**config.mk**
```make
export PLATFORM = sky130hd
export DESIGN_NAME = integer_literal_dfa_parser
export DESIGN_NICKNAME = d
export VERILOG_FILES = /design/src/design/ild_pkg.sv /design/src/design/ild_in_stage.sv /design/src/design/ild_step.sv /design/src/design/integer_literal_dfa_parser.sv
export SDC_FILE = /design/constraint.sdc
export NUM_CORES = 1
export LEC_CHECK = 0
export ABC_CLOCK_PERIOD_IN_PS = 6300
export BUFFER_PORTS_ARGS = -buffer_cell sky130_fd_sc_hd__buf_2
export CAP_MARGIN = 20
export CORE_MARGIN = 3
export CORE_UTILIZATION = 40
export CTS_CLUSTER_SIZE = 20
export DETAILED_ROUTE_END_ITERATION = 7
export SLEW_MARGIN = 20
export SYNTH_ARGS = -nofsm -noshare
export SYNTH_HDL_FRONTEND = slang
export SYNTH_HIERARCHICAL = 1
export SYNTH_SLANG_ARGS = --single-unit
```
**constraint.sdc**
```tcl
create_clock -name clk_i -period 6.3 [get_ports clk_i]
set_input_delay 1.26 -clock clk_i [delete_from_list [all_inputs] [get_ports clk_i]]
set_output_delay 1.26 -clock clk_i [all_outputs]
set_load 0.02 [all_outputs]
```
**src/design/ild_pkg.sv**
```systemverilog
// ----------------------------------------------------------------------------
// ild_pkg: shared definitions of the integer literal parser
// Automaton state codes, character constants and the control state record.
// ----------------------------------------------------------------------------
package ild_pkg;

  localparam int DefValueBits = 32;
  localparam int StateBits    = 3;
  localparam int CharBits     = 8;
  localparam int OutValueBits = 32;
  localparam int DigitBits    = 4;
  localparam int GrowBits     = 4;

  localparam logic [StateBits-1:0] ST_START = 3'd0;
  localparam logic [StateBits-1:0] ST_DEC   = 3'd1;
  localparam logic [StateBits-1:0] ST_ZERO  = 3'd2;
  localparam logic [StateBits-1:0] ST_HEX   = 3'd3;
  localparam logic [StateBits-1:0] ST_OCT   = 3'd4;

  localparam logic [CharBits-1:0] CH_ZERO  = 8'h30;
  localparam logic [CharBits-1:0] CH_ONE   = 8'h31;
  localparam logic [CharBits-1:0] CH_SEVEN = 8'h37;
  localparam logic [CharBits-1:0] CH_NINE  = 8'h39;
  localparam logic [CharBits-1:0] CH_UP_A  = 8'h41;
  localparam logic [CharBits-1:0] CH_UP_F  = 8'h46;
  localparam logic [CharBits-1:0] CH_LO_A  = 8'h61;
  localparam logic [CharBits-1:0] CH_LO_F  = 8'h66;
  localparam logic [CharBits-1:0] CH_LO_X  = 8'h78;

  typedef enum logic [1:0] {
    BASE_NONE,
    BASE_8,
    BASE_10,
    BASE_16
  } base_e;

  typedef struct packed {
    logic [StateBits-1:0] state;
    logic                 rejected;
    logic                 overflow;
  } ctrl_t;

endpackage

```
**src/design/ild_in_stage.sv**
```systemverilog
// ----------------------------------------------------------------------------
// ild_in_stage: input register of the integer literal parser
// Holds one character item until the automaton stage takes it.
// ----------------------------------------------------------------------------
module ild_in_stage
  import ild_pkg::*;
(
  input  logic                clk_i,
  input  logic                rst_ni,
  input  logic                s_axis_tvalid_i,
  output logic                s_axis_tready_o,
  input  logic [CharBits-1:0] s_axis_tdata_i,   // character
  input  logic                s_axis_tlast_i,   // last_char
  input  logic                take_i,
  output logic                vld_o,
  output logic [CharBits-1:0] char_o,
  output logic                last_o
);

  logic                vld_q, vld_d;
  logic [CharBits-1:0] char_q;
  logic                last_q;
  logic                load;

  assign s_axis_tready_o = !vld_q || take_i;
  assign load            = s_axis_tvalid_i && s_axis_tready_o;

  always_comb begin
    vld_d = vld_q;
    if (load) begin
      vld_d = 1'b1;
    end else if (take_i) begin
      vld_d = 1'b0;
    end
  end

  always_ff @(posedge clk_i or negedge rst_ni) begin
    if (!rst_ni) begin
      vld_q <= 1'b0;
    end else begin
      vld_q <= vld_d;
    end
  end

  always_ff @(posedge clk_i) begin
    if (load) begin
      char_q <= s_axis_tdata_i;
      last_q <= s_axis_tlast_i;
    end
  end

  assign vld_o  = vld_q;
  assign char_o = char_q;
  assign last_o = last_q;

endmodule

```
**src/design/ild_step.sv**
```systemverilog
// ----------------------------------------------------------------------------
// ild_step: one automaton step of the integer literal parser
// Decodes a character, moves the automaton and folds the digit into the value.
// ----------------------------------------------------------------------------
module ild_step
  import ild_pkg::*;
#(
  parameter int VALUE_BITS = DefValueBits
) (
  input  ctrl_t                 ctrl_i,
  input  logic [VALUE_BITS-1:0] acc_i,
  input  logic [CharBits-1:0]   char_i,
  output ctrl_t                 ctrl_o,
  output logic [VALUE_BITS-1:0] acc_o
);

  localparam int WideBits = VALUE_BITS + GrowBits;

  logic                 is_dec, is_oct, is_lo_hex, is_up_hex, is_hex;
  logic [DigitBits-1:0] digit;
  base_e                base;
  ctrl_t                ctrl_n;
  logic [WideBits-1:0]  acc_w, scaled, sum;

  always_comb begin
    is_dec    = (char_i >= CH_ZERO) && (char_i <= CH_NINE);
    is_oct    = (char_i >= CH_ZERO) && (char_i <= CH_SEVEN);
    is_lo_hex = (char_i >= CH_LO_A) && (char_i <= CH_LO_F);
    is_up_hex = (char_i >= CH_UP_A) && (char_i <= CH_UP_F);
    is_hex    = is_dec || is_lo_hex || is_up_hex;
    priority if (is_lo_hex) begin
      digit = DigitBits'(char_i - CH_LO_A + 8'd10);
    end else if (is_up_hex) begin
      digit = DigitBits'(char_i - CH_UP_A + 8'd10);
    end else begin
      digit = DigitBits'(char_i - CH_ZERO);
    end
  end

  always_comb begin
    ctrl_n = ctrl_i;
    base   = BASE_NONE;
    if (!ctrl_i.rejected) begin
      unique case (ctrl_i.state)
        ST_START: begin
          if (char_i == CH_ZERO) begin
            ctrl_n.state = ST_ZERO;
          end else if ((char_i >= CH_ONE) && (char_i <= CH_NINE)) begin
            ctrl_n.state = ST_DEC;
            base         = BASE_10;
          end else begin
            ctrl_n.rejected = 1'b1;
          end
        end
        ST_DEC: begin
          if (is_dec) base = BASE_10;
          else ctrl_n.rejected = 1'b1;
        end
        ST_ZERO: begin
          if (char_i == CH_LO_X) begin
            ctrl_n.state = ST_HEX;
          end else if (is_oct) begin
            ctrl_n.state = ST_OCT;
            base         = BASE_8;
          end else begin
            ctrl_n.rejected = 1'b1;
          end
        end
        ST_HEX: begin
          if (is_hex) base = BASE_16;
          else ctrl_n.rejected = 1'b1;
        end
        ST_OCT: begin
          if (is_oct) base = BASE_8;
          else ctrl_n.rejected = 1'b1;
        end
        default: begin
          ctrl_n.rejected = 1'b1;
        end
      endcase
    end
  end

  always_comb begin
    acc_w = WideBits'(acc_i);
    unique case (base)
      BASE_8:    scaled = acc_w << 3;
      BASE_10:   scaled = (acc_w << 3) + (acc_w << 1);
      BASE_16:   scaled = acc_w << 4;
      default:   scaled = acc_w;
    endcase
    sum    = scaled + WideBits'(digit);
    ctrl_o = ctrl_n;
    acc_o  = acc_i;
    if (base != BASE_NONE) begin
      acc_o = sum[VALUE_BITS-1:0];
      if (|sum[WideBits-1:VALUE_BITS]) begin
        ctrl_o.overflow = 1'b1;
      end
    end
  end

endmodule

```
**src/design/integer_literal_dfa_parser.sv**
```systemverilog
// ----------------------------------------------------------------------------
// integer_literal_dfa_parser: decimal, octal and hex integer literal parser
// Streams one character a cycle through a five-state automaton.
// ----------------------------------------------------------------------------
// Usage: each input item on the s_axis channel carries one ASCII character
// in tdata, and tlast marks the final character of a token. Characters that
// are not last give no result. On the last character one result item leaves
// on m_axis: tdata holds the value, tuser holds the accepted and overflow
// flags. A rejected token gives value zero and both flags clear.
// The last character is held in the input register, which feeds the step; the
// result register takes the step's outcome. Throughput: one character per cycle
// while no last character waits on a stalled result, set by the combinational
// automaton step between the two registers.
// A stalled receiver holds the result register; characters that give no
// result keep flowing, and only a further last character waits.
// Reset puts the automaton in its start state with a zero value and empties
// both registers. After each result the automaton returns to that state.
module integer_literal_dfa_parser
  import ild_pkg::*;
#(
  parameter int VALUE_BITS = DefValueBits
) (
  input  logic                    clk_i,
  input  logic                    rst_ni,
  input  logic                    s_axis_tvalid_i,
  output logic                    s_axis_tready_o,
  input  logic [CharBits-1:0]     s_axis_tdata_i,   // [7:0] character
  input  logic                    s_axis_tlast_i,   // last_char
  output logic                    m_axis_tvalid_o,
  input  logic                    m_axis_tready_i,
  output logic [OutValueBits-1:0] m_axis_tdata_o,   // [31:0] value
  output logic [1:0]              m_axis_tuser_o    // [0] accepted, [1] overflowed
);

  localparam int ExtBits = (VALUE_BITS > OutValueBits) ? VALUE_BITS : OutValueBits;

  logic                    in_vld, in_last, take, load_out, ok;
  logic [CharBits-1:0]     in_char;
  ctrl_t                   ctrl_q, ctrl_d, step_ctrl;
  logic [VALUE_BITS-1:0]   acc_q, acc_d, step_acc;
  logic [ExtBits-1:0]      acc_ext;
  logic                    out_vld_q, out_vld_d;
  logic [OutValueBits-1:0] out_value_q;
  logic                    out_acc_q, out_ovf_q;

  assign take     = in_vld && !(in_last && out_vld_q && !m_axis_tready_i);
  assign load_out = take && in_last;

  ild_in_stage u_in_stage (
    .clk_i,
    .rst_ni,
    .s_axis_tvalid_i,
    .s_axis_tready_o,
    .s_axis_tdata_i,
    .s_axis_tlast_i,
    .take_i (take),
    .vld_o  (in_vld),
    .char_o (in_char),
    .last_o (in_last)
  );

  ild_step #(
    .VALUE_BITS (VALUE_BITS)
  ) u_step (
    .ctrl_i (ctrl_q),
    .acc_i  (acc_q),
    .char_i (in_char),
    .ctrl_o (step_ctrl),
    .acc_o  (step_acc)
  );

  assign ok = !step_ctrl.rejected && (step_ctrl.state >= ST_DEC) &&
              (step_ctrl.state <= ST_OCT);
  assign acc_ext = ExtBits'(step_acc);

  always_comb begin
    ctrl_d = ctrl_q;
    acc_d  = acc_q;
    if (load_out) begin
      ctrl_d = '{state: ST_START, rejected: 1'b0, overflow: 1'b0};
      acc_d  = '0;
    end else if (take) begin
      ctrl_d = step_ctrl;
      acc_d  = step_acc;
    end
    out_vld_d = out_vld_q;
    if (load_out) begin
      out_vld_d = 1'b1;
    end else if (m_axis_tready_i) begin
      out_vld_d = 1'b0;
    end
  end

  always_ff @(posedge clk_i or negedge rst_ni) begin
    if (!rst_ni) begin
      ctrl_q    <= '{state: ST_START, rejected: 1'b0, overflow: 1'b0};
      acc_q     <= '0;
      out_vld_q <= 1'b0;
    end else begin
      ctrl_q    <= ctrl_d;
      acc_q     <= acc_d;
      out_vld_q <= out_vld_d;
    end
  end

  always_ff @(posedge clk_i) begin
    if (load_out) begin
      out_value_q <= ok ? acc_ext[OutValueBits-1:0] : '0;
      out_acc_q   <= ok;
      out_ovf_q   <= ok && step_ctrl.overflow;
    end
  end

  assign m_axis_tvalid_o = out_vld_q;
  assign m_axis_tdata_o  = out_value_q;
  assign m_axis_tuser_o  = {out_ovf_q, out_acc_q};

  a_restart: assert property (@(posedge clk_i) disable iff (!rst_ni)
    load_out |=> (ctrl_q.state == ST_START) && !ctrl_q.rejected && !ctrl_q.overflow &&
                 (acc_q == '0))
    else $error("automaton did not restart after a result");

  a_reject_zero: assert property (@(posedge clk_i) disable iff (!rst_ni)
    (out_vld_q && !out_acc_q) |-> ((out_value_q == '0) && !out_ovf_q))
    else $error("rejected token carries a value or overflow flag");

  a_last_holds: assert property (@(posedge clk_i) disable iff (!rst_ni)
    (in_vld && in_last && out_vld_q && !m_axis_tready_i) |=> (in_vld && in_last))
    else $error("pending last character lost while result stalled");

  a_no_overwrite: assert property (@(posedge clk_i) disable iff (!rst_ni)
    (out_vld_q && !m_axis_tready_i) |-> !load_out)
    else $error("result register overwritten while stalled");

endmodule
```
==> flow_summary.toml, run 1 <==
[synthesis]
synth_top_family_by_area = "compound AO/OA/AOI/OAI gates"
ys_ff_latch = 82
synth_area_mm2 = 0.00913
synth_xor_area_share_pct = 2.40
synth_area_leader_cell = "edfxtp_1"
async_flop_share_pct = 47.6
synth-main-ff-cell = "edfxtp_1"
syn_area_per_cell_um2 = 7.94
synth-simple-area-share_pct = 27.1
synthCells = 1149
syn_nets = 1202
yosys.area_share.adder_pct = 5.65
synth_compound_area_share_pct = 31.0
yosysUniqueCellTypes = 92
post-synth-top-area-fraction_pct = 14.1
seq_area_frac_synth_pct = 24.8
synthMuxAreaShare_pct = 1.38
synth.area.top_cells = "edfxtp_1, dfrtp_1, o211ai_1"
synth_edf_count = 43
synth_warnings = 6

[final_layout]
diodes = 0
final_cell_area_mm2 = 0.00989
fillers = 2136
fin_nets = 1205
area_delta_synth_final_pct = 8.37
final_util_pct = 44.8
drive_gt1_share_pct = 13.7
fin_cells = 1437

[sta]
slew_headroom_pct = 28.8
final.period_utilization_pct = 89.3
whs_ns = 0.589
final.setup.tns_ns = 0
fin_skew_ns = 0.0120
finalCriticalPeriod_ns = 5.62
fmax_mhz = 178
rsz0062_at_grt = "false"
setup_viol = 0
slew_viol_final = 0
finalHoldViolCount = 0
worst_pin_slew_ns = 1.07

[detailed_routing]
wl_per_cell_um = 18.1
remaining_drc_errors = 0
wl_mm = 26.0
vias_per_cell = 6.06
vias = 8711
drt-initial-drc-count = 868
drtAntennaViolNets = 0
first_pass_iters = 6

[clock_tree]
clock_tree.buffer_depth = 2
clk_pin_slew_ns = 0.07
cts_root_buf = "clkbuf_16"
cts_tree = "yes"
cts.sinks = 82
h-tree-depth = 3
cts_setup_buffers = 0
cts.repair.resized = 0
cts_hold_buf = 0
clk_latency_ns = 0.35
cts_buffers = 9

[global_route]
grt_use_met1_pct = 32.5
grt_max_degree = 78
grt_pass1_vias = 7906
antenna_found_initial = 0
met2_usage_pct = 31.6
track_usage_pct = 21.0
gr-total-overflow = 0
use_met3_pct = 2.03
grt_first_pass_wirelength_mm = 42.6
top_usage_layer = "met1"

[placement]
gp_congestion = 0.902
placedCellCount = 1420
numPortBuffers = 48
dp_hpwl_mm = 19.7
placed_area_mm2 = 0.00953

[die]
dieHeight_um = 157
dieArea_mm2 = 0.0247
coreArea_mm2 = 0.0221
ioPinCount = 49
row_count = 54
die_w_um = 157
initial_core_util_pct = 41.3

[critical_path]
path_cells = "inv_1 -> ha_1 -> nor4b_4 -> nor3_4 -> o21ai_1 -> nand2_2 -> mux2i_1 -> nor2_1 -> inv_1 -> fa_1 -> nor2b_1 -> o21ai_0 -> nand2b_1 -> o211ai_2 -> or4_4 -> nor4b_4 -> nand4_4 -> nor4b_2 -> o22ai_1 -> inv_1 -> a211oi_2"
path_class = "register to register"
cpMaxStageDelayCell = "o21ai_1"
endpoint_kind = "register"
required_ns = 6.36
path_buf_inv = 3
start_kind = "register"
slowest_delay_ns = 0.67
reg2regPathDepth = 21
reg2reg_from = "u_in_stage/char_o[0]"
reg2reg_slack_ns = 0.68
worstPathArrival_ns = 5.69
reg2reg_to = "out_ovf_q"
cp_max_fo = 10
cpLargestDelayFamily = "simple AND/OR/NAND/NOR gates"
cp_common_cell = "inv_1"

[hold_path]
hold_path_startpoint = "ctrl_q[0]"
min_path_type = "register to register"
hold_end = "ctrl_q[0]"
holdPathStages = 2

[power]
leakage_nw = 3.53
power_density_mw_per_mm2 = 144
peakVddDrop_mv = 0.135

[job]
cap_violations = 0

[run_status]
status = "complete, no violations"
## state kept, by name, summed over array words and instances (netlist names)
signal / count
acc_q: 32
m_axis_tdata_o: 32
u_in_stage/char_o: 8
ctrl_q: 5
m_axis_tvalid_o: 1
out_acc_q: 1
out_ovf_q: 1
u_in_stage/last_o: 1
u_in_stage/vld_o: 1
## layout make-up
class | count | area [um2] | area share [%]
multi-input combinational | 901 | 6200 | 62.7
sequential | 82 | 2270 | 22.9
timing repair buffer | 64 | 373 | 3.77
inverter | 94 | 353 | 3.57
tap | 280 | 350 | 3.54
clock buffer | 10 | 229 | 2.31
clock inverter | 6 | 115 | 1.16
## cells in the mapped netlist (all sizes together) (4+ instances only)
cell type   n
a211o       4
a211oi     45
a21o       20
a21oi      83
a221o       5
a22o        5
a22oi       9
a31oi      12
and2       20
and3        8
buf        28
clkbuf     44
dfrtp      39
edfxtp     43
ha         38
inv        94
mux2i      10
nand2      97
nand2b     50
nand3      38
nand3b     41
nand4      16
nor2       70
nor2b      11
nor3       23
nor4       11
nor4b       7
o211a       6
o211ai     65
o21a       12
o21ai      65
o21bai      5
o221ai      6
o22ai       4
o31ai      11
or2        14
or3         9
or3b        4
xnor2      16
xor2        9
## cell families (layout without fill, tap and decap cells)
group / Yosys count / in the layout
mux: 12 / 12
buf+inv: 166 / 174
flops: 82 / 82
fa+ha+maj: 40 / 40
xor+xnor: 25 / 25
compound gates: 389 / 389
simple gates: 435 / 435
## cell usage in the layout (no fill, tap or decap), types with 16 or more instances in the layout
master	Yosys	final
nand2_1	96	96
inv_1	94	94
o21ai_0	61	61
edfxtp_1	43	43
xnor2_1	16	16
a21oi_1	83	83
a211oi_2	29	29
nand3b_1	41	41
a21o_1	20	20
buf_2	13	48
ha_1	38	38
nand3_1	38	38
dfrtp_1	39	38
nand2b_1	49	49
nor2_1	70	69
a211oi_1	16	16
and2_1	19	19
nor3_1	21	20
o211ai_1	64	64
## worst register-to-register path, cell delays in order, from the launching register on
cell and delay (ns):
edfxtp_1 0.43, inv_1 0.14, ha_1 0.21, nor4b_4 0.38
nor3_4 0.14, o21ai_1 0.67, nand2_2 0.12, mux2i_1 0.15
nor2_1 0.16, inv_1 0.08, fa_1 0.43, nor2b_1 0.14
o21ai_0 0.09, nand2b_1 0.13, o211ai_2 0.13, or4_4 0.60
nor4b_4 0.59, nand4_4 0.21, nor4b_2 0.31, o22ai_1 0.13
inv_1 0.08, a211oi_2 0.03
## power breakdown
part	internal (mW)	total, mW	leakage, nW	switching (mW)
Clock	0.389	0.611	0.163	0.222
Combinational	0.0690	0.204	2.41	0.135
Sequential	0.590	0.610	0.952	0.0199
## worst max-delay path by stage
stage	to	from	slack, ns	cells past startpoint
2_1_floorplan	out_ovf_q	u_in_stage/char_o[0]	0.54	24
3_3_place_gp	out_ovf_q	u_in_stage/char_o[0]	0.86	20
3_5_place_dp	out_ovf_q	u_in_stage/char_o[0]	0.70	21
4_1_cts	out_ovf_q	u_in_stage/char_o[0]	0.68	21
5_1_grt	out_ovf_q	u_in_stage/char_o[0]	0.21	21
6_report	out_ovf_q	u_in_stage/char_o[0]	0.68	21
## metrics by stage
step | worst slack (ns) | power [mW]
2_1_floorplan | 0.542 | 0.763
3_3_place_gp | 0.857 | 0.820
3_5_place_dp | 0.702 | 0.822
4_1_cts | 0.679 | 1.44
5_1_grt | 0.212 | 1.48
6_report | 0.677 | 1.42
## metal layers
metal,up-vias,share of wire (%)
met5,-,0
met4,0,1.4
met3,23,5.5
met2,286,42
met1,4127,51
li1,4275,-
(Power assumes the default switching activity.)
==> run 2: changes to the inputs <==
--- a/config.mk
+++ b/config.mk
@@ -6,12 +6,15 @@
 export NUM_CORES = 1
 export LEC_CHECK = 0
 export ABC_CLOCK_PERIOD_IN_PS = 6300
-export BUFFER_PORTS_ARGS = -buffer_cell sky130_fd_sc_hd__buf_2
+export BUFFER_PORTS_ARGS = -buffer_cell sky130_fd_sc_hd__buf_4
 export CAP_MARGIN = 20
+export CELL_PAD_IN_SITES_DETAIL_PLACEMENT = 0
+export CELL_PAD_IN_SITES_GLOBAL_PLACEMENT = 1
 export CORE_MARGIN = 3
 export CORE_UTILIZATION = 40
 export CTS_CLUSTER_SIZE = 20
 export DETAILED_ROUTE_END_ITERATION = 7
+export PLACE_DENSITY_LB_ADDON = 0.1
 export SLEW_MARGIN = 20
 export SYNTH_ARGS = -nofsm -noshare
 export SYNTH_HDL_FRONTEND = slang
==> run 2 against run 1 <==
Against the previous run: via count fell by 0.95%; first-iteration DRC count fell by 11%; combinational power rose by 8%; non-clock buffer count rose by 2; power fell by 3.8%; sequential power barely moved; critical endpoint unchanged; critical path depth fell by 1.
==> flow_summary.toml, run 2 (synthesized netlist as in run 1, its figures left out) <==
[clock_tree]
clk_pin_slew_ns = 0.07
cts_buffers = 9
cts_root_buf = "clkbuf_16"
clock_tree.buffer_depth = 2
clk_latency_ns = 0.34
h-tree-depth = 3
cts.repair.resized = 0
cts_hold_buf = 0
cts_setup_buffers = 0
cts.sinks = 82
cts_tree = "yes"

[power]
power_mw = 1.37
power_density_mw_per_mm2 = 137
leakage_nw = 3.56
peakVddDrop_mv = 0.110

[final_layout]
multi_input_area_mm2 = 0.00620
area_delta_synth_final_pct = 9.48
diodes = 0
fillers = 2224
layout_commonest_cell = "nand2_1"
fin_nets = 1207
ff_latch_area_mm2 = 0.00227
final_util_pct = 45.2
drive_gt1_share_pct = 13.8
final_cell_mix = "nand2_1, inv_1, a21oi_1"

[sta]
slew_viol_final = 0
setup_viol = 0
finalHoldViolCount = 0
whs_ns = 0.607
rsz0062_at_grt = "false"
worst_pin_slew_ns = 0.930
slew_headroom_pct = 37.4
fmax_mhz = 181
fin_skew_ns = 0.0119
final.setup.tns_ns = 0
final.period_utilization_pct = 87.9
finalCriticalPeriod_ns = 5.54

[placement]
dp_hpwl_mm = 21.4
gp_congestion = 0.879
numPortBuffers = 48

[critical_path]
endpoint_kind = "register"
required_ns = 6.37
path_class = "register to register"
worstPathArrival_ns = 5.61
cp_max_fo = 10
start_kind = "register"

[die]
ioPinCount = 49
coreArea_mm2 = 0.0221
dieArea_mm2 = 0.0247
row_count = 54
die_w_um = 157
initial_core_util_pct = 41.3
dieHeight_um = 157

[detailed_routing]
vias_per_cell = 6.00
drt-initial-drc-count = 776
wl_mm = 28.2
first_pass_iters = 5
vias = 8628
remaining_drc_errors = 0
wl_per_cell_um = 19.6
drtAntennaViolNets = 0

[global_route]
track_usage_pct = 22.9
grt_first_pass_wirelength_mm = 45.3
antenna_found_initial = 0
grt_max_degree = 77
grt_pass1_vias = 7899
gr-total-overflow = 0

[job]
cap_violations = 0

[run_status]
status = "complete, no violations"

[hold_path]
min_path_type = "register to register"
-- run 2: cell types whose count changed in the layout (fill, tap and decap cells not counted) --
cell,delta
or3b_1,+1
clkinv_2,+1
or3b_2,-1
bufinv_16,-2
buf_12,-1
clkbuf_1,-1
buf_16,+1
buf_2,-48
buf_4,+50
inv_6,+2
-- run 2: per-layer routing --
metal  part of all wire (%)  wire length, um  GRT usage [%]
met4                    1.1              320           4.42
met3                    5.8             1640           2.91
met1                     53            15000           37.6
met2                     40            11300           31.5
met5                      0                0              0
-- run 2: critical path, cell delays in order, from the launching register on --
cell      delay [ns]
edfxtp_1        0.55
or4b_4          0.64
nor3_4          0.35
o21ai_1         0.13
buf_4           0.20
nand2_2         0.19
mux2i_1         0.10
nor2_1          0.13
inv_1           0.08
fa_1            0.43
nor2b_1         0.13
o21ai_0         0.08
nand2b_1        0.13
o211ai_2        0.13
or4_4           0.60
nor4b_4         0.60
nand4_4         0.21
nor4b_2         0.31
o22ai_1         0.14
inv_1           0.09
a211oi_2        0.03
-- run 2: worst paths after layout --
kind / endpoint / from / slack (ns) / cells past startpoint
worst max-delay path: out_ovf_q / u_in_stage/char_o[3] / 0.76 / 20
worst max register to register: out_ovf_q / u_in_stage/char_o[3] / 0.76 / 20
worst min register to register: ctrl_q[0] / ctrl_q[0] / 0.61 / 2
max in group asynchronous: u_in_stage/vld_o / rst_ni / 4.98 / 1
worst min-delay path: ctrl_q[0] / ctrl_q[0] / 0.61 / 2
min in group asynchronous: acc_q[7] / rst_ni / 0.89 / 1
-- run 2: cell type report --
class	instances	share of cell area (%)
inverter	94	3.53
sequential	82	22.7
timing repair buffer	66	5.16
multi-input combinational	901	62.1
clock inverter	7	0.776
clock buffer	9	2.25
tap	280	3.51
-- run 2: power by group --
part	internal, mW	switching [mW]	total (mW)	leakage, nW
Clock	0.311	0.229	0.539	0.146
Combinational	0.0799	0.140	0.220	2.46
Sequential	0.590	0.0209	0.611	0.952
-- run 2: stage by stage --
step / instances / area, um2 / setup WS [ns]
2_1_floorplan: 1149 / 9130 / 0.542
3_3_place_gp: 1422 / 9660 / 0.852
3_5_place_dp: 1422 / 9660 / 0.756
4_1_cts: 1438 / 9970 / 0.733
5_1_grt: 1439 / 9990 / 0.319
6_report: 1439 / 9990 / 0.762
